===== src/rtl/sbs_pkg.sv =====
// Shared types and constants for the sparse binomial sampler.
// No dependencies; every other file in rtl/ refers to it by scoped names.
`timescale 1ns / 1ps

package sbs_pkg;

  // Decoding selected by the mode register
  typedef enum logic [1:0] {
    MODE_SPARSE3  = 2'd0,
    MODE_BINOM    = 2'd1,
    MODE_SPARSE4  = 2'd2,
    MODE_RESERVED = 2'd3
  } mode_t;

  // Ternary coefficient in two's complement
  typedef logic signed [1:0] coef_t;

  localparam coef_t COEF_ZERO = 2'sb00;
  localparam coef_t COEF_POS  = 2'sb01;
  localparam coef_t COEF_NEG  = 2'sb11;

  localparam int unsigned RUN_MAX = 16;
  localparam int unsigned POS_W   = 4;

  // One decoded chunk, waiting to be played out coefficient by coefficient
  typedef struct packed {
    logic [RUN_MAX-1:0][1:0] coefs;
    logic                    long_run;  // 16 coefficients, else 8
  } chunk_entry_t;

endpackage


===== src/rtl/sbs_front.sv =====
// Front end: holds the mode register, gathers bytes into chunks and
// decodes each complete chunk into a run of ternary coefficients.
// Depends on sbs_pkg.
`timescale 1ns / 1ps

module sbs_front (
  input  logic                 clk,
  input  logic                 rst,
  input  logic                 cfg_valid,
  output logic                 cfg_ready,
  input  logic [1:0]           cfg_data,
  input  logic                 push,
  output logic                 full,
  input  logic [7:0]           random_byte,
  output logic                 q_wr,
  output sbs_pkg::chunk_entry_t q_data,
  input  logic                 q_full
);

  localparam int unsigned RUN_LEN = sbs_pkg::RUN_MAX;

  sbs_pkg::mode_t mode;
  logic [23:0]    chunk_bytes;
  logic [1:0]     byte_count;
  logic           take;
  logic           complete;
  logic [31:0]    t;
  logic [RUN_LEN-1:0][1:0] sp3, bin, sp4;

  assign cfg_ready = 1'b1;
  assign full      = q_full;
  assign take      = push && !q_full;

  // A byte completes the chunk depending on the mode in force on arrival
  always_comb begin
    if (mode == sbs_pkg::MODE_SPARSE3) begin
      complete = (byte_count >= 2'd2);
      t        = {8'h00, random_byte, chunk_bytes[15:0]};
    end else begin
      complete = (byte_count == 2'd3);
      t        = {random_byte, chunk_bytes};
    end
  end

  // Decode all three schemes side by side
  always_comb begin
    sp3 = '0;
    sp4 = '0;
    for (int j = 0; j < 8; j++) begin
      if (t[3*j] && t[3*j+1]) begin
        sp3[j] = t[3*j+2] ? sbs_pkg::COEF_NEG : sbs_pkg::COEF_POS;
      end
      if ((t[4*j] || t[4*j+1]) && t[4*j+2]) begin
        sp4[j] = t[4*j+3] ? sbs_pkg::COEF_NEG : sbs_pkg::COEF_POS;
      end
    end
    for (int j = 0; j < 16; j++) begin
      if (t[2*j] == t[2*j+1]) begin
        bin[j] = sbs_pkg::COEF_ZERO;
      end else begin
        bin[j] = t[2*j] ? sbs_pkg::COEF_POS : sbs_pkg::COEF_NEG;
      end
    end
  end

  // Select the run for the current mode
  always_comb begin
    case (mode) inside
      sbs_pkg::MODE_SPARSE3: begin
        q_data.coefs    = sp3;
        q_data.long_run = 1'b0;
      end
      sbs_pkg::MODE_SPARSE4: begin
        q_data.coefs    = sp4;
        q_data.long_run = 1'b0;
      end
      sbs_pkg::MODE_BINOM, sbs_pkg::MODE_RESERVED: begin
        q_data.coefs    = bin;
        q_data.long_run = 1'b1;
      end
      default: begin
        q_data.coefs    = bin;
        q_data.long_run = 1'b1;
      end
    endcase
  end

  assign q_wr = take && complete;

  // Mode register and chunk gathering
  always_ff @(posedge clk) begin
    if (rst) begin
      mode        <= sbs_pkg::MODE_SPARSE3;
      chunk_bytes <= '0;
      byte_count  <= '0;
    end else begin
      if (cfg_valid && cfg_ready) begin
        mode <= sbs_pkg::mode_t'(cfg_data);
      end
      if (take) begin
        if (complete) begin
          chunk_bytes <= '0;
          byte_count  <= '0;
        end else begin
          case (byte_count)
            2'd0:    chunk_bytes[7:0]   <= chunk_bytes[7:0]   | random_byte;
            2'd1:    chunk_bytes[15:8]  <= chunk_bytes[15:8]  | random_byte;
            default: chunk_bytes[23:16] <= chunk_bytes[23:16] | random_byte;
          endcase
          byte_count <= byte_count + 2'd1;
        end
      end
    end
  end

endmodule


===== src/rtl/sbs_chunk_queue.sv =====
// Two-entry queue of decoded chunks between the front and back ends.
// Depends on sbs_pkg.
`timescale 1ns / 1ps

module sbs_chunk_queue (
  input  logic                  clk,
  input  logic                  rst,
  input  logic                  wr_en,
  input  sbs_pkg::chunk_entry_t wr_data,
  output logic                  full,
  input  logic                  rd_en,
  output sbs_pkg::chunk_entry_t rd_data,
  output logic                  empty
);

  sbs_pkg::chunk_entry_t entries [2];
  logic       wr_ptr;
  logic       rd_ptr;
  logic [1:0] count;
  logic       do_wr;
  logic       do_rd;

  assign full    = (count == 2'd2);
  assign empty   = (count == 2'd0);
  assign do_wr   = wr_en && !full;
  assign do_rd   = rd_en && !empty;
  assign rd_data = entries[rd_ptr];

  // Pointers and fill count
  always_ff @(posedge clk) begin
    if (rst) begin
      wr_ptr <= 1'b0;
      rd_ptr <= 1'b0;
      count  <= '0;
    end else begin
      if (do_wr) begin
        wr_ptr <= !wr_ptr;
      end
      if (do_rd) begin
        rd_ptr <= !rd_ptr;
      end
      case ({do_wr, do_rd})
        2'b10:   count <= count + 2'd1;
        2'b01:   count <= count - 2'd1;
        default: count <= count;
      endcase
    end
  end

  // Entry storage
  always_ff @(posedge clk) begin
    if (do_wr) begin
      entries[wr_ptr] <= wr_data;
    end
  end

endmodule


===== src/rtl/sbs_back.sv =====
// Back end: plays out a decoded chunk one coefficient per cycle unless pop
// stalls, numbers each one and registers it at the output. Depends on sbs_pkg.
`timescale 1ns / 1ps

module sbs_back #(
  parameter int unsigned POLY_DEGREE = 256
) (
  input  logic                  clk,
  input  logic                  rst,
  input  logic                  q_empty,
  input  sbs_pkg::chunk_entry_t q_data,
  output logic                  q_rd,
  output logic                  empty,
  input  logic                  pop,
  output logic signed [1:0]     coefficient,
  output logic [7:0]            coeff_index,
  output logic                  run_last,
  output logic                  poly_last
);

  localparam int unsigned IDX_W =
    (POLY_DEGREE > 256) ? $clog2(POLY_DEGREE) : 8;
  localparam logic [IDX_W-1:0] IDX_TOP = IDX_W'(POLY_DEGREE - 1);

  logic                          out_valid;
  logic                          busy;
  sbs_pkg::chunk_entry_t         cur;
  logic [sbs_pkg::POS_W-1:0]     pos;
  logic [sbs_pkg::POS_W-1:0]     last_pos;
  logic [IDX_W-1:0]              next_index;
  logic                          advance;
  logic                          emit;
  logic                          finishing;
  logic                          load;
  logic                          at_top;

  assign last_pos  = cur.long_run ? sbs_pkg::POS_W'(sbs_pkg::RUN_MAX - 1)
                                  : sbs_pkg::POS_W'(sbs_pkg::RUN_MAX / 2 - 1);
  assign advance   = !out_valid || pop;
  assign emit      = busy && advance;
  assign finishing = emit && (pos == last_pos);
  assign load      = (!busy || finishing) && !q_empty;
  assign q_rd      = load;
  assign at_top    = (next_index == IDX_TOP);
  assign empty     = !out_valid;

  // Run control, index counter and output valid
  always_ff @(posedge clk) begin
    if (rst) begin
      busy       <= 1'b0;
      out_valid  <= 1'b0;
      next_index <= '0;
      pos        <= '0;
    end else begin
      if (emit) begin
        out_valid  <= 1'b1;
        next_index <= at_top ? '0 : next_index + 1'b1;
      end else if (pop) begin
        out_valid <= 1'b0;
      end
      if (load) begin
        busy <= 1'b1;
        pos  <= '0;
      end else if (finishing) begin
        busy <= 1'b0;
      end else if (emit) begin
        pos <= pos + 1'b1;
      end
    end
  end

  // Chunk hold and output payload
  always_ff @(posedge clk) begin
    if (load) begin
      cur <= q_data;
    end
    if (emit) begin
      coefficient <= cur.coefs[pos];
      coeff_index <= next_index[7:0];
      run_last    <= (pos == last_pos);
      poly_last   <= at_top;
    end
  end

endmodule


===== src/rtl/sparse_binomial_sampler_unit.sv =====
// Top level of the sparse binomial sampler: front end, chunk queue and
// back end. Depends on sbs_pkg, sbs_front, sbs_chunk_queue, sbs_back.
//
//  Channel   Handshake                 Payload
//  -------   ------------------------  ---------------------------------------
//  config    cfg_valid / cfg_ready     cfg_data (mode)
//  input     push / full               random_byte
//  result    empty / pop               coefficient, coeff_index, run_last,
//                                      poly_last
//
// A byte is taken when push is high and full is low; a byte that completes
// a chunk yields 8 or 16 coefficients, one per cycle from the back end
// unless a stalled pop holds them. Reset (rst, synchronous) clears the mode,
// the chunk and the index. full rises while the two-entry chunk queue is
// full; a stalled pop holds the result and the back end in place.
`timescale 1ns / 1ps

module sparse_binomial_sampler_unit #(
  parameter int unsigned POLY_DEGREE = 256
) (
  input  logic              clk,
  input  logic              rst,
  input  logic              cfg_valid,
  output logic              cfg_ready,
  input  logic [1:0]        cfg_data,
  input  logic              push,
  output logic              full,
  input  logic [7:0]        random_byte,
  output logic              empty,
  input  logic              pop,
  output logic signed [1:0] coefficient,
  output logic [7:0]        coeff_index,
  output logic              run_last,
  output logic              poly_last
);

  logic                  q_wr;
  logic                  q_full;
  logic                  q_rd;
  logic                  q_empty;
  sbs_pkg::chunk_entry_t q_wr_data;
  sbs_pkg::chunk_entry_t q_rd_data;

  sbs_front u_front (
    .clk         (clk),
    .rst         (rst),
    .cfg_valid   (cfg_valid),
    .cfg_ready   (cfg_ready),
    .cfg_data    (cfg_data),
    .push        (push),
    .full        (full),
    .random_byte (random_byte),
    .q_wr        (q_wr),
    .q_data      (q_wr_data),
    .q_full      (q_full)
  );

  sbs_chunk_queue u_queue (
    .clk     (clk),
    .rst     (rst),
    .wr_en   (q_wr),
    .wr_data (q_wr_data),
    .full    (q_full),
    .rd_en   (q_rd),
    .rd_data (q_rd_data),
    .empty   (q_empty)
  );

  sbs_back #(
    .POLY_DEGREE (POLY_DEGREE)
  ) u_back (
    .clk         (clk),
    .rst         (rst),
    .q_empty     (q_empty),
    .q_data      (q_rd_data),
    .q_rd        (q_rd),
    .empty       (empty),
    .pop         (pop),
    .coefficient (coefficient),
    .coeff_index (coeff_index),
    .run_last    (run_last),
    .poly_last   (poly_last)
  );

  // A shown coefficient is always a legal ternary value
  assert property (@(posedge clk) disable iff (rst)
    !empty |-> (coefficient != 2'sb10))
    else $error("illegal coefficient code");

  // The polynomial closes only on its top index
  assert property (@(posedge clk) disable iff (rst)
    (!empty && poly_last) |-> (coeff_index == 8'(POLY_DEGREE - 1)))
    else $error("poly_last on wrong index");

  // Nothing reaches the output without a queued chunk behind it
  assert property (@(posedge clk) disable iff (rst)
    (empty && q_empty && !q_wr) |=> (empty || $past(u_back.busy)))
    else $error("result appeared with no chunk");

  // Output is empty right after reset
  assert property (@(posedge clk)
    $past(rst) |-> empty)
    else $error("output not empty after reset");

endmodule


===== config.mk =====
export PLATFORM = sky130hd
export DESIGN_NAME = sparse_binomial_sampler_unit
export DESIGN_NICKNAME = d
export VERILOG_FILES = /design/src/rtl/sbs_pkg.sv /design/src/rtl/sbs_front.sv /design/src/rtl/sbs_chunk_queue.sv /design/src/rtl/sbs_back.sv /design/src/rtl/sparse_binomial_sampler_unit.sv
export SDC_FILE = /design/constraint.sdc
export NUM_CORES = 1
export LEC_CHECK = 0
export ABC_AREA = 1
export BUFFER_PORTS_ARGS = -buffer_cell sky130_fd_sc_hd__buf_4
export CORE_MARGIN = 1
export CORE_UTILIZATION = 45
export DETAILED_ROUTE_END_ITERATION = 10
export PLACE_DENSITY_LB_ADDON = 0.2
export SLEW_MARGIN = 20
export SYNTH_ARGS = -nofsm -noshare
export SYNTH_HDL_FRONTEND = slang
export SYNTH_SLANG_ARGS = --single-unit

===== constraint.sdc =====
create_clock -name clk -period 8.6 [get_ports clk]
set_input_delay 1.72 -clock clk [delete_from_list [all_inputs] [get_ports clk]]
set_output_delay 1.72 -clock clk [all_outputs]
set_load 0.01 [all_outputs]

# --- Word level (Yosys, flattened, before mapping) ---
# Memory sizes are Yosys's and may differ from the RTL's. A register that Yosys moved wholly into a read port is not among the register bits.
# Index checks and enable logic that the tools add are counted.
classes:
  n_addsub: 5
  n_lt_le_gt_ge: 2
  n_eq_ne: 25
  mux: 82
  bitwise_logic: 4
  reduce_logical: 53
ops:
  columns: ["op", "count"]
  rows:
  - ["2-bit 2-to-1 mux", 64]
  - ["33-bit 2-to-1 mux", 2]
  - ["32-bit 2-to-1 mux", 1]
  - ["8-bit 2-to-1 mux", 4]
  - ["24-bit 2-to-1 mux", 1]
  - ["8-bit bitwise OR", 3]
  - ["1-bit logical AND", 23]
  - ["1-bit == test", 16]
  - ["1-bit logical OR", 10]
  - ["2-bit nonzero test", 5]
  - ["8-bit by 1-bit adder with 8-bit output (second input constant)", 1]
  - ["2-bit binary-select mux with 4-bit select", 1]
  - ["2-bit == test (second input constant)", 4]
  - ["8-bit == test (second input constant)", 1]
  - ["2-bit AND reduction", 4]
  - ["1-bit 2-to-1 mux", 7]
  - ["1-bit zero test", 6]
  - ["2-bit zero test", 3]
  - ["4-bit by 5-bit < comparator with 1-bit output (second input constant)", 1]
  - ["2-bit by 1-bit adder with 2-bit output (second input constant)", 2]
  - ["4-bit by 1-bit adder with 4-bit output (second input constant)", 1]
  - ["2-bit by 1-bit == test with 1-bit output (second input constant)", 2]
  - ["4-bit == test", 1]
  - ["4-bit 2-to-1 mux", 1]
  - ["other kinds (6)", 7]
totals:
  reg_bits: 58
  ramBits: 66
  in_bits: 15
  out_inout_bits: 15
  wordCells: 188
  memories: 1
memory_table:
  columns: ["memory", "depth", "width", "read_ports", "rd_clocked_by_memory_dff", "wr", "line_no", "rtl"]
  rows:
  - ["u_queue.entries", 2, 33, 1, 1, 1, "sbs_chunk_queue.sv:16", "sbs_pkg::chunk_entry_t entries [2];"]

# --- Logic depth before layout (Yosys ltp) ---
# Gate-level depths: netlist (run 1).
logic_depth:
  word_depth: 9
  ltp_mapped: 12

# --- Cells and area by module ---
# From an unflattened synthesis (run 1), not the netlist that was laid out.
unflattened:
  cells_unflattened: 675
  area_unflattened_um2: 7367.1
modules_own_cells:
  columns: ["module", "n_inst", "cells_each", "area_per_inst_um2"]
  rows:
  - ["sbs_chunk_queue", 1, 143, 2782.7]
  - ["sbs_back", 1, 230, 2421.1]
  - ["sbs_front", 1, 302, 2163.3]

# --- Least setup slack after synthesis (run 1) ---
# No wires, ideal clock.
synth_timing:
  kind: "input -> register"
  from: "input push"
  to: "memory u_queue.entries[0][0] (netlist name), enable pin"
  t_arrival_ns: 3.536
  required_time_ns: 8.177
  setup_slack_ns: 4.641
  path_stages: 4
  cell_sequence: "inv_1 nor2_4 nand3_2 nor2_1"
synth_via:
  elab_chain_len: 5
synth_rtl:
  columns: ["element", "line_no", "rtl"]
  rows:
  - ["start: declaration", "sparse_binomial_sampler_unit.sv:26", "input logic push,"]
  - ["1-bit logical AND", "sbs_front.sv:32", "assign take = push && !q_full;"]
  - ["1-bit logical AND", "sbs_front.sv:88", "assign q_wr = take && complete;"]
  - ["1-bit logical AND", "sbs_chunk_queue.sv:25", "assign do_wr = wr_en && !full;"]
  - ["1-bit 2-to-1 mux", "sbs_chunk_queue.sv:52", "if (do_wr) begin"]
  - ["1-bit 2-to-1 mux (implied by the code)", "sbs_chunk_queue.sv:53", "entries[wr_ptr] <= wr_data;"]
  - ["end: declaration", "sbs_chunk_queue.sv:16", null]
# No other way between the ends.

# --- Worst setup path after layout (run 1) ---
layout_timing:
  from: "input push"
  to: "memory u_queue.entries[0][1] (netlist name), enable pin"
# Same word-level chain as after synthesis.

==> flow_metrics.tcl, run 1 <==
set metrics [dict create \
    status "complete, no violations" \
    fillerInstances 1335 \
    cellPowerDensity_nw_per_um2 297 \
    design.core.area_um2 15300 \
    drt_first_iter_violations 186 \
    synth.net_count 691 \
    clk-insertion-delay-late_ps 420 \
    die-area_um2 16200 \
    route.detailed.drc 0 \
    wirelength_um 12800 \
    layout.area.seq_um2 4250 \
    path_delay_family "simple AND/OR/NAND/NOR gates" \
    synth_top_cell_area_share_pct 47.3 \
    hold-worst-slack_ps 457 \
    ir_worst_vdd_mv 0.140 \
    cts_tree "built" \
    worstPathBufferInverterCount 3 \
    seqPwrFrac_pct 46.4 \
    max_cap_violations 0 \
    ys_seq_area_share_pct 60.4 \
    postSynthAreaPerCell_um2 11.0 \
    wire_length_of_the_first_global_routing_pass_um 21400 \
    io-pin-count 30 \
    htree_num_levels 4 \
    gr-max-usage-layer "met2" \
    cellLeakagePower_nw 3.08 \
    area_occupied_by_multi_input_gates_um2 2340 \
    groute.usage.overall_pct 17.3 \
    critPathMostFrequentCell "sky130_fd_sc_hd__buf_4" \
    via_count_of_the_first_global_routing_pass 4264 \
    ys.warnings.count 0 \
    share_of_layout_cells_above_drive_strength_1_pct 19.7 \
    crit_fanout 30 \
    worst_ep_required_time_ps 8680 \
    antenna_violating_nets_post_route 0 \
    grt_antenna_before_repair 0 \
    grt.overflow.total 0 \
    critPathKind "in2reg" \
    max-slew-margin-rel_pct 37.0 \
    floorplan.initialDensity_pct 46.2 \
    synth_edf_count 111 \
    die-height_um 127 \
    report.final.hold_viol_count 0 \
    finalNetCount 721 \
    antenna_diode_count 0 \
    cts_hold_repair.buffers 0 \
    post_synth_instance_area_um2 7040 \
    pin_count_of_the_biggest_net_entering_global_routing 36 \
    slowest_library_cell_on_the_worst_path "sky130_fd_sc_hd__nor2_4" \
    final.period_utilization_pct 37.6 \
    pre_antenna_drt_iters 4 \
    timing.hold.worst.class "reg2reg" \
    final_max_slew_viol_count 0 \
    hpwl_um 8950 \
    finalWorstPathRequiredPeriod_ps 3240 \
    syn-instance-count 641 \
    synthToLayoutAreaGrowth_pct 13.5 \
    yosysTopAreaCell "sky130_fd_sc_hd__edfxtp_1" \
    post_cts_resized 0 \
    crit_arrival_ps 3310 \
    power_switching_share_pct 30.0 \
    portion_of_total_power_attributed_to_the_clock_network_pct 29.6 \
    max_freq_mhz 309 \
    yosys_register_bits 157 \
    critical_path.endpoint_type "flip-flop" \
    cts_setup_buffers 0 \
    most_frequently_used_flop_master_after_synthesis "sky130_fd_sc_hd__edfxtp_1" \
    grtUsageMet2_pct 27.9 \
    numPortBuffers 28 \
    async_reset_ff_share_pct 0 \
    timing.setup.tns_ps 0 \
    worst-slew-pin-transition_ps 945 \
    grtUsageMet3_pct 4.06 \
    critPathLaunchType "primary input" \
    die-width_um 127 \
    cts_buffer_depth 2 \
    clockRootBuffer "sky130_fd_sc_hd__clkbuf_16" \
    wl_per_cell_um 14.3 \
    fp-row-count 45 \
    cp_slowest_stage_delay_ps 480 \
    average_vias_per_placed_instance 4.89 \
    groute.layer.met1.usage_pct 22.4 \
    synth_area_leaders "sky130_fd_sc_hd__edfxtp_1 47%, sky130_fd_sc_hd__dfxtp_1 13%, sky130_fd_sc_hd__ha_1 6.2%" \
    clock_transition_at_path_regs_ps 60 \
    crit_path_cell_trace "buf_4 -> inv_1 -> nor2_4 -> nand3_2 -> nor2_2 -> buf_4" \
    p_comb_share_pct 24.0 \
    gp_routability_congestion 0.888 \
    cellInternalPower_mw 1.66 \
    yosysUniqueCellTypes 40 \
    fin_skew_ps 6.00 \
    rsz0062_at_grt "no" \
    via_count 4378 \
    clock-sinks 157 \
    power.switching_mw 0.713 \
    setup_viol_count_final 0 \
    cts-buffers-inserted 17 \
]
[Yosys cell counts (all sizes together) (3+ instances only)]
| master | n |
|---|---|
| a21oi | 39 |
| buf | 17 |
| clkbuf | 5 |
| dfxtp | 46 |
| edfxtp | 111 |
| ha | 35 |
| inv | 86 |
| mux2 | 33 |
| nand2 | 82 |
| nand3 | 48 |
| nand4 | 3 |
| nor2 | 68 |
| nor3 | 7 |
| o211ai | 5 |
| o21ai | 37 |
| o221ai | 3 |
| xor2 | 3 |
[per-stage QoR]
stage          setup slack, ps  power, mW  util (%)  cell area, µm²  instances
2_1_floorplan             4640       1.52         -            7040        641
3_3_place_gp              4940       1.67      48.7            7430        863
3_5_place_dp              4900       1.69      48.7            7430        863
4_1_cts                   5340       2.40      52.4            7990        895
5_1_grt                   5220       2.51      52.4            7990        895
6_report                  5360       2.38      52.4            7990        895
[area by class of cell]
type                    instances  share of cell area, %
repair buffers                 33                   3.10
multi-input cells             375                   29.3
clock buffers                  19                   5.42
flip-flops and latches        157                   53.2
well taps                     211                   3.30
clock inverters                13                   1.57
inverters                      87                   4.09
[registers in the layout, indices dropped and copies added (netlist names)]
register             flops
u_queue.entries         66
u_back.cur              33
u_front.chunk_bytes     24
u_back.coeff_index       8
u_back.next_index        8
u_back.pos               4
u_back.coefficient       2
u_front.byte_count       2
u_front.mode             2
u_queue.count            2
u_back.busy              1
u_back.out_valid         1
u_back.poly_last         1
u_back.run_last          1
u_queue.rd_ptr           1
u_queue.wr_ptr           1
[routing by layer]
layer  part of all wire (%)  up-vias
met1                     48     2060
met3                    2.6       18
met5                      0        -
li1                       -     2234
met2                     47       66
met4                    1.7        0
[power by group through the flow]
stage / sequential (mW) / clock, mW / combinational, mW
floorplan: 1.10 / 0 / 0.422
CTS: 1.10 / 0.717 / 0.576
detailed placement: 1.12 / 0 / 0.571
global placement: 1.11 / 0 / 0.559
finish: 1.10 / 0.704 / 0.570
global route: 1.12 / 0.751 / 0.638
[worst paths after layout]
kind,from,to,slack [ps],cells past startpoint
hold reg to reg,u_front.chunk_bytes[16],u_front.chunk_bytes[16],460,2
setup reg to reg,u_back.pos[0],u_queue.count[1],5810,13
hold / removal,u_front.chunk_bytes[16],u_front.chunk_bytes[16],460,2
setup / recovery,push,u_queue.entries[0][1],5360,6
[cells by family after synthesis]
kind of cell | after synthesis | share of synthesized area, %
other cells | 1 | 0.0533
fa+ha+maj | 35 | 6.22
compound gates | 91 | 8.19
buf+inv | 109 | 6.40
xor+xnor | 4 | 0.498
flops | 157 | 60.4
mux | 33 | 5.28
simple gates | 211 | 13.0
[worst register-to-register path: stages, from the launching register on]
cell and delay, ps:
sky130_fd_sc_hd__dfxtp_1 710, sky130_fd_sc_hd__ha_1 270, sky130_fd_sc_hd__nand2_1 80, sky130_fd_sc_hd__clkinv_1 70
sky130_fd_sc_hd__nand4_1 80, sky130_fd_sc_hd__nand2_1 130, sky130_fd_sc_hd__nand2_1 110, sky130_fd_sc_hd__inv_1 70
sky130_fd_sc_hd__buf_4 380, sky130_fd_sc_hd__ha_1 340, sky130_fd_sc_hd__a21oi_1 120, sky130_fd_sc_hd__o21ai_0 120
sky130_fd_sc_hd__o21ai_0 150, sky130_fd_sc_hd__a21oi_1 50
[placed cells by master (no fill, tap or decap), types with 2 or more instances in the layout]
cell type / synthesis / routed
sky130_fd_sc_hd__mux2_2: 33 / 33
sky130_fd_sc_hd__nor3_1: 7 / 7
sky130_fd_sc_hd__edfxtp_1: 111 / 111
sky130_fd_sc_hd__a21oi_2: 21 / 21
sky130_fd_sc_hd__dfxtp_1: 46 / 46
sky130_fd_sc_hd__inv_2: 9 / 9
sky130_fd_sc_hd__clkinv_1: 1 / 3
sky130_fd_sc_hd__xor2_1: 3 / 3
sky130_fd_sc_hd__nor2_2: 1 / 3
sky130_fd_sc_hd__nand2_2: 2 / 2
sky130_fd_sc_hd__nand2_1: 79 / 79
sky130_fd_sc_hd__nor2_1: 65 / 63
sky130_fd_sc_hd__o211ai_1: 5 / 5
sky130_fd_sc_hd__o21ai_0: 21 / 21
sky130_fd_sc_hd__clkinv_2: 0 / 4
sky130_fd_sc_hd__nor2_4: 2 / 2
sky130_fd_sc_hd__inv_1: 77 / 77
sky130_fd_sc_hd__buf_4: 3 / 33
sky130_fd_sc_hd__a21oi_1: 18 / 18
sky130_fd_sc_hd__nand3_1: 47 / 47
sky130_fd_sc_hd__o21ai_1: 15 / 15
sky130_fd_sc_hd__clkbuf_16: 0 / 17
sky130_fd_sc_hd__ha_1: 35 / 35
sky130_fd_sc_hd__clkinvlp_4: 0 / 5
sky130_fd_sc_hd__o221ai_1: 3 / 3
sky130_fd_sc_hd__a22oi_1: 2 / 2
sky130_fd_sc_hd__bufinv_16: 0 / 2
sky130_fd_sc_hd__clkbuf_1: 5 / 2
sky130_fd_sc_hd__nand4_1: 3 / 3
(Power assumes the default switching activity.)
==> run 2: changes to the inputs <==
==> constraint.sdc (replaced) <==
create_clock -name clk -period 3 [get_ports clk]
set_input_delay 0.6 -clock clk [delete_from_list [all_inputs] [get_ports clk]]
set_output_delay 0.6 -clock clk [all_outputs]
set_load 0.01 [all_outputs]
==> run 2 against run 1 <==
Clock skew about the same. Critical path depth up 6. Largest power group unchanged. Die area unchanged. Critical endpoint is now u_queue.count[1]. Global-route usage up 0.17 points. Setup slack worse by 4500 ps. First-iteration DRC count up 32%. Critical path type is now reg2reg. Sequential power rose to 2.9 times the previous value. Via count up 0.43%. Final cell count up 0.45%. Largest cell class unchanged.
==> flow_metrics.tcl, run 2 (same netlist as run 1, synthesis figures left out) <==
set metrics [dict create \
    post_cts_resized 0 \
    wl_per_cell_um 14.5 \
    cellInternalPower_mw 4.73 \
    fin_skew_ps 5.93 \
    timing.rr.end "u_queue.count[1]" \
    reg.largest.list "u_queue.entries (66), u_back.cur (33), u_front.chunk_bytes (24)" \
    die-height_um 127 \
    max_freq_mhz 465 \
    cts_hold_repair.buffers 0 \
    final.period_utilization_pct 71.7 \
    crit-reg2reg-launch "u_back.pos[1]" \
    r2r_slack_ps 850 \
    antenna_violating_nets_post_route 0 \
    finalNetCount 725 \
    cts-buffers-inserted 17 \
    clock_transition_at_path_regs_ps 60 \
    cellPowerDensity_nw_per_um2 849 \
    critPathLaunchType "flip-flop" \
    numPortBuffers 28 \
    commonest_non_fill_non_tap_cell_in_the_layout "sky130_fd_sc_hd__edfxtp_1" \
    power.switching_mw 2.08 \
    postPlaceCellArea_um2 7460 \
    r2r.worst_path.cells 12 \
    route.detailed.drc 0 \
    hpwl_um 9260 \
    postLayoutCoreUtil_pct 52.6 \
    report.final.hold_viol_count 0 \
    via_count_of_the_first_global_routing_pass 4415 \
    crit_arrival_ps 2450 \
    power_switching_share_pct 30.5 \
    largest_reg_flops 66 \
    grt_antenna_before_repair 0 \
    cts_tree "built" \
    cellLeakagePower_nw 3.12 \
    fin_ws_ps 850 \
    dpl_worst_slack_ps 867 \
    fillerInstances 1365 \
    cts_buffer_depth 2 \
    worst_ep_required_time_ps 3300 \
    average_vias_per_placed_instance 4.89 \
    wire_length_of_the_first_global_routing_pass_um 21500 \
    setup.worst_path.end "u_queue.count[1]" \
    floorplan.initialDensity_pct 46.2 \
    crit_fanout 10 \
    die-area_um2 16200 \
    timing.hold.worst.class "in2reg" \
    ir_worst_vdd_mv 0.449 \
    design_area_um2 8030 \
    timing.setup.tns_ps 0 \
    io-pin-count 30 \
    clock-sinks 157 \
    pin_count_of_the_biggest_net_entering_global_routing 36 \
    p_comb_share_pct 24.6 \
    gp_routability_congestion 0.881 \
    largest-register "u_queue.entries" \
    share_of_layout_cells_above_drive_strength_1_pct 20.8 \
    max_cap_violations 0 \
    seqPwrFrac_pct 46.2 \
    wirelength_um 13100 \
    design.core.area_um2 15300 \
    pre_antenna_drt_iters 4 \
    clk-insertion-delay-late_ps 420 \
    critPathKind "reg2reg" \
    fp-row-count 45 \
    start_point_of_the_critical_path "u_back.pos[1]" \
    die-width_um 127 \
    htree_num_levels 4 \
    antenna_diode_count 0 \
    total_power_of_the_final_layout_mw 6.81 \
    cts_setup_buffers 0 \
    synthToLayoutAreaGrowth_pct 14.0 \
    grt.overflow.total 0 \
    portion_of_total_power_attributed_to_the_clock_network_pct 29.3 \
    status "complete, no violations" \
    finalWorstPathRequiredPeriod_ps 2150 \
    setup_viol_count_final 0 \
    rsz0062_at_grt "no" \
    mostFrequentLayoutCells "111 x sky130_fd_sc_hd__edfxtp_1, 79 x sky130_fd_sc_hd__nand2_1, 77 x sky130_fd_sc_hd__inv_1" \
    clockRootBuffer "sky130_fd_sc_hd__clkbuf_16" \
    groute.usage.overall_pct 17.5 \
    critical_path.endpoint_type "flip-flop" \
    via_count 4397 \
    drt_first_iter_violations 245 \
    final_max_slew_viol_count 0 \
]
[run 2: cell type report]
cell class              instances  area (µm²)  share of cell area (%)
flip-flops and latches        157        4250                    53.0
clock inverters                12        86.3                    1.08
multi-input cells             375        2340                    29.2
repair buffers                 37         278                    3.46
clock buffers                  20         478                    5.95
inverters                      87         327                    4.07
well taps                     211         264                    3.29
[run 2: stage by stage]
stage | hold WS, ps | instances
after detailed placement | 452 | 867
after global placement | 450 | 867
after global routing | 365 | 899
final | 382 | 899
after floorplan | 430 | 641
after CTS | 364 | 899
[run 2: critical path, cell delays in order (launching register included)]
cell,delay (ps)
sky130_fd_sc_hd__dfxtp_1,530
sky130_fd_sc_hd__ha_1,250
sky130_fd_sc_hd__nand2_1,80
sky130_fd_sc_hd__clkinv_1,70
sky130_fd_sc_hd__nand4_1,80
sky130_fd_sc_hd__nand2_1,120
sky130_fd_sc_hd__nand2_1,100
sky130_fd_sc_hd__inv_1,110
sky130_fd_sc_hd__ha_1,260
sky130_fd_sc_hd__a21oi_1,110
sky130_fd_sc_hd__o21ai_0,110
sky130_fd_sc_hd__o21ai_0,160
sky130_fd_sc_hd__a21oi_1,60
[run 2: how the worst min path moves through the flow]
stage	from	slack [ps]	cells past startpoint	to
after floorplan	u_front.chunk_bytes[17]	430	2	u_front.chunk_bytes[17]
after global placement	u_front.chunk_bytes[17]	450	2	u_front.chunk_bytes[17]
after detailed placement	u_front.chunk_bytes[17]	450	2	u_front.chunk_bytes[17]
after CTS	rst	360	2	u_back.busy
after global routing	rst	360	2	u_back.busy
final	rst	380	2	u_back.busy
[run 2: metal layers]
metal  share of wire [%]  global-route usage (%)  up-vias
li1                    -                       -     2249
met5                   0                       0        -
met1                  47                    21.6     2058
met3                 2.8                    4.06       25
met4                 2.3                    7.28        0
met2                  48                    29.7       65
[run 2: power groups by stage]
stage / logic [mW] / registers, mW / clock network, mW
3_5_place_dp: 1.68 / 3.20 / 0
6_report: 1.67 / 3.15 / 2.00
3_3_place_gp: 1.66 / 3.18 / 0
2_1_floorplan: 1.21 / 3.16 / 0
4_1_cts: 1.70 / 3.15 / 2.02
5_1_grt: 1.88 / 3.19 / 2.11
==> run 3: changes to the inputs <==
==> constraint.sdc (replaced) <==
create_clock -name clk -period 2.02 [get_ports clk]
set_input_delay 0.404 -clock clk [delete_from_list [all_inputs] [get_ports clk]]
set_output_delay 0.404 -clock clk [all_outputs]
set_load 0.01 [all_outputs]
==> run 3 against run 2 <==
Cell area grew 2.0%. Global-route usage grew 0.17 points. Sequential share of layout area shrank 1.0 points. Sequential power grew 47%. Final cell count grew 0.44%.
==> flow_metrics.tcl, run 3 (same netlist as run 1, synthesis figures left out) <==
set metrics [dict create \
    status "complete, no violations" \
    timing.rr.end "u_queue.count[1]" \
    final_max_slew_viol_count 0 \
    clock-sinks 157 \
    reg.largest.list "u_queue.entries (66), u_back.cur (33), u_front.chunk_bytes (24)" \
    max_freq_mhz 554 \
    die-width_um 127 \
    critPathKind "reg2reg" \
    cellInternalPower_mw 7.43 \
    grt_antenna_before_repair 0 \
    critPathLaunchType "flip-flop" \
    setup_viol_count_final 0 \
    gp_routability_congestion 0.906 \
    cts_setup_buffers 0 \
    cts_buffer_depth 2 \
    post_cts_resized 0 \
    clockRootBuffer "sky130_fd_sc_hd__clkbuf_16" \
    r2r.worst_path.cells 10 \
    p_comb_share_pct 25.1 \
    rsz0062_at_grt "no" \
    die-area_um2 16200 \
    timing.setup.tns_ps 0 \
    grt.overflow.total 0 \
    total_power_of_the_final_layout_mw 10.5 \
    route.detailed.drc 0 \
    start_point_of_the_critical_path "u_front.byte_count[0]" \
    wl_per_cell_um 14.3 \
    average_vias_per_placed_instance 4.87 \
    commonest_non_fill_non_tap_cell_in_the_layout "sky130_fd_sc_hd__edfxtp_1" \
    timing.hold.worst.class "in2reg" \
    power.switching_mw 3.07 \
    share_of_layout_cells_above_drive_strength_1_pct 22.5 \
    hpwl_um 9200 \
    design.core.area_um2 15300 \
    cts_hold_repair.buffers 0 \
    design_area_um2 8190 \
    antenna_violating_nets_post_route 0 \
    wirelength_um 12900 \
    htree_num_levels 4 \
    setup.worst_path.end "u_queue.count[1]" \
    via_count_of_the_first_global_routing_pass 4373 \
    portion_of_total_power_attributed_to_the_clock_network_pct 30.7 \
    ir_worst_vdd_mv 0.591 \
    crit_fanout 6 \
    pin_count_of_the_biggest_net_entering_global_routing 36 \
    largest-register "u_queue.entries" \
    pre_antenna_drt_iters 5 \
    cts-buffers-inserted 17 \
    r2r_slack_ps 210 \
    critical_path.endpoint_type "flip-flop" \
    finalWorstPathRequiredPeriod_ps 1810 \
    hp-start "rst" \
    clock_transition_at_path_regs_ps 60 \
    worst_ep_required_time_ps 2330 \
    report.final.hold_viol_count 0 \
    final.period_utilization_pct 89.4 \
    largest_reg_flops 66 \
    io-pin-count 30 \
    fp-row-count 45 \
    floorplan.initialDensity_pct 46.2 \
    synthToLayoutAreaGrowth_pct 16.3 \
    crit-reg2reg-launch "u_front.byte_count[0]" \
    cellLeakagePower_nw 3.17 \
    die-height_um 127 \
    drt_first_iter_violations 207 \
    max_cap_violations 0 \
    fin_skew_ps 11.8 \
    numPortBuffers 28 \
    via_count 4396 \
    mostFrequentLayoutCells "111 x sky130_fd_sc_hd__edfxtp_1, 76 x sky130_fd_sc_hd__inv_1, 76 x sky130_fd_sc_hd__nand2_1" \
    wire_length_of_the_first_global_routing_pass_um 21600 \
    cts_tree "built" \
    power_switching_share_pct 29.2 \
    postPlaceCellArea_um2 7580 \
    finalNetCount 729 \
    groute.usage.overall_pct 17.7 \
    crit_arrival_ps 2120 \
    seqPwrFrac_pct 44.2 \
    antenna_diode_count 0 \
    clk-insertion-delay-late_ps 420 \
    cellPowerDensity_nw_per_um2 1280 \
]
## run 3: cell count changes in the layout (fill, tap and decap cells not counted), sizes merged
cell / delta
clkbuf: +2
clkinvlp: +1
clkinv: -3
inv: -2
bufinv: +2
buf: +4
## run 3: power by group through the flow
stage,combinational (mW),clock [mW],sequential [mW]
floorplan,1.87,0,4.69
global placement,2.64,0,4.70
detailed placement,2.65,0,4.71
CTS,2.67,3.30,4.65
global route,2.97,3.43,4.71
finish,2.63,3.22,4.64
## run 3: worst min path at each step
| stage | depth (start not counted) | to | slack (ps) |
|---|---|---|---|
| after CTS | 2 | u_back.busy | 170 |
| after floorplan | 2 | u_front.chunk_bytes[17] | 430 |
| after global routing | 2 | u_back.busy | 180 |
| after global placement | 2 | u_front.chunk_bytes[17] | 460 |
| after detailed placement | 2 | u_front.chunk_bytes[17] | 460 |
| final | 2 | u_back.busy | 200 |
## run 3: layer usage
metal | routed length, µm | GRT usage, % | up-vias
met5 | 0 | 0 | -
met4 | 218 | 7.77 | 0
met3 | 426 | 3.94 | 17
met2 | 6160 | 29.0 | 92
met1 | 6120 | 22.6 | 2036
li1 | - | - | 2251
## run 3: metrics by stage
stage	util, %	hold WS, ps	std cells	setup WS [ps]
2_1_floorplan	-	430	641	-151
3_3_place_gp	49.7	459	871	215
3_5_place_dp	49.7	465	871	214
4_1_cts	53.7	173	903	217
5_1_grt	53.7	182	903	16.9
6_report	53.7	199	903	214
## run 3: cell type report
class / instances / area (µm²)
Multi-Input combinational cell: 375 / 2380
Fill cell: 1285 / 7070
Clock inverter: 10 / 108
Tap cell: 211 / 264
Sequential cell: 157 / 4260
Inverter: 87 / 332
Clock buffer: 22 / 507
Timing Repair Buffer: 41 / 345
## run 3: worst max-delay path: stages (launching register included)
cell	delay [ps]
sky130_fd_sc_hd__dfxtp_1	390
sky130_fd_sc_hd__inv_1	90
sky130_fd_sc_hd__ha_1	190
sky130_fd_sc_hd__nor2_1	80
sky130_fd_sc_hd__nand2_1	80
sky130_fd_sc_hd__nand3_2	240
sky130_fd_sc_hd__ha_4	260
sky130_fd_sc_hd__a21oi_2	90
sky130_fd_sc_hd__o21ai_1	80
sky130_fd_sc_hd__o21ai_1	140
sky130_fd_sc_hd__a21oi_1	50
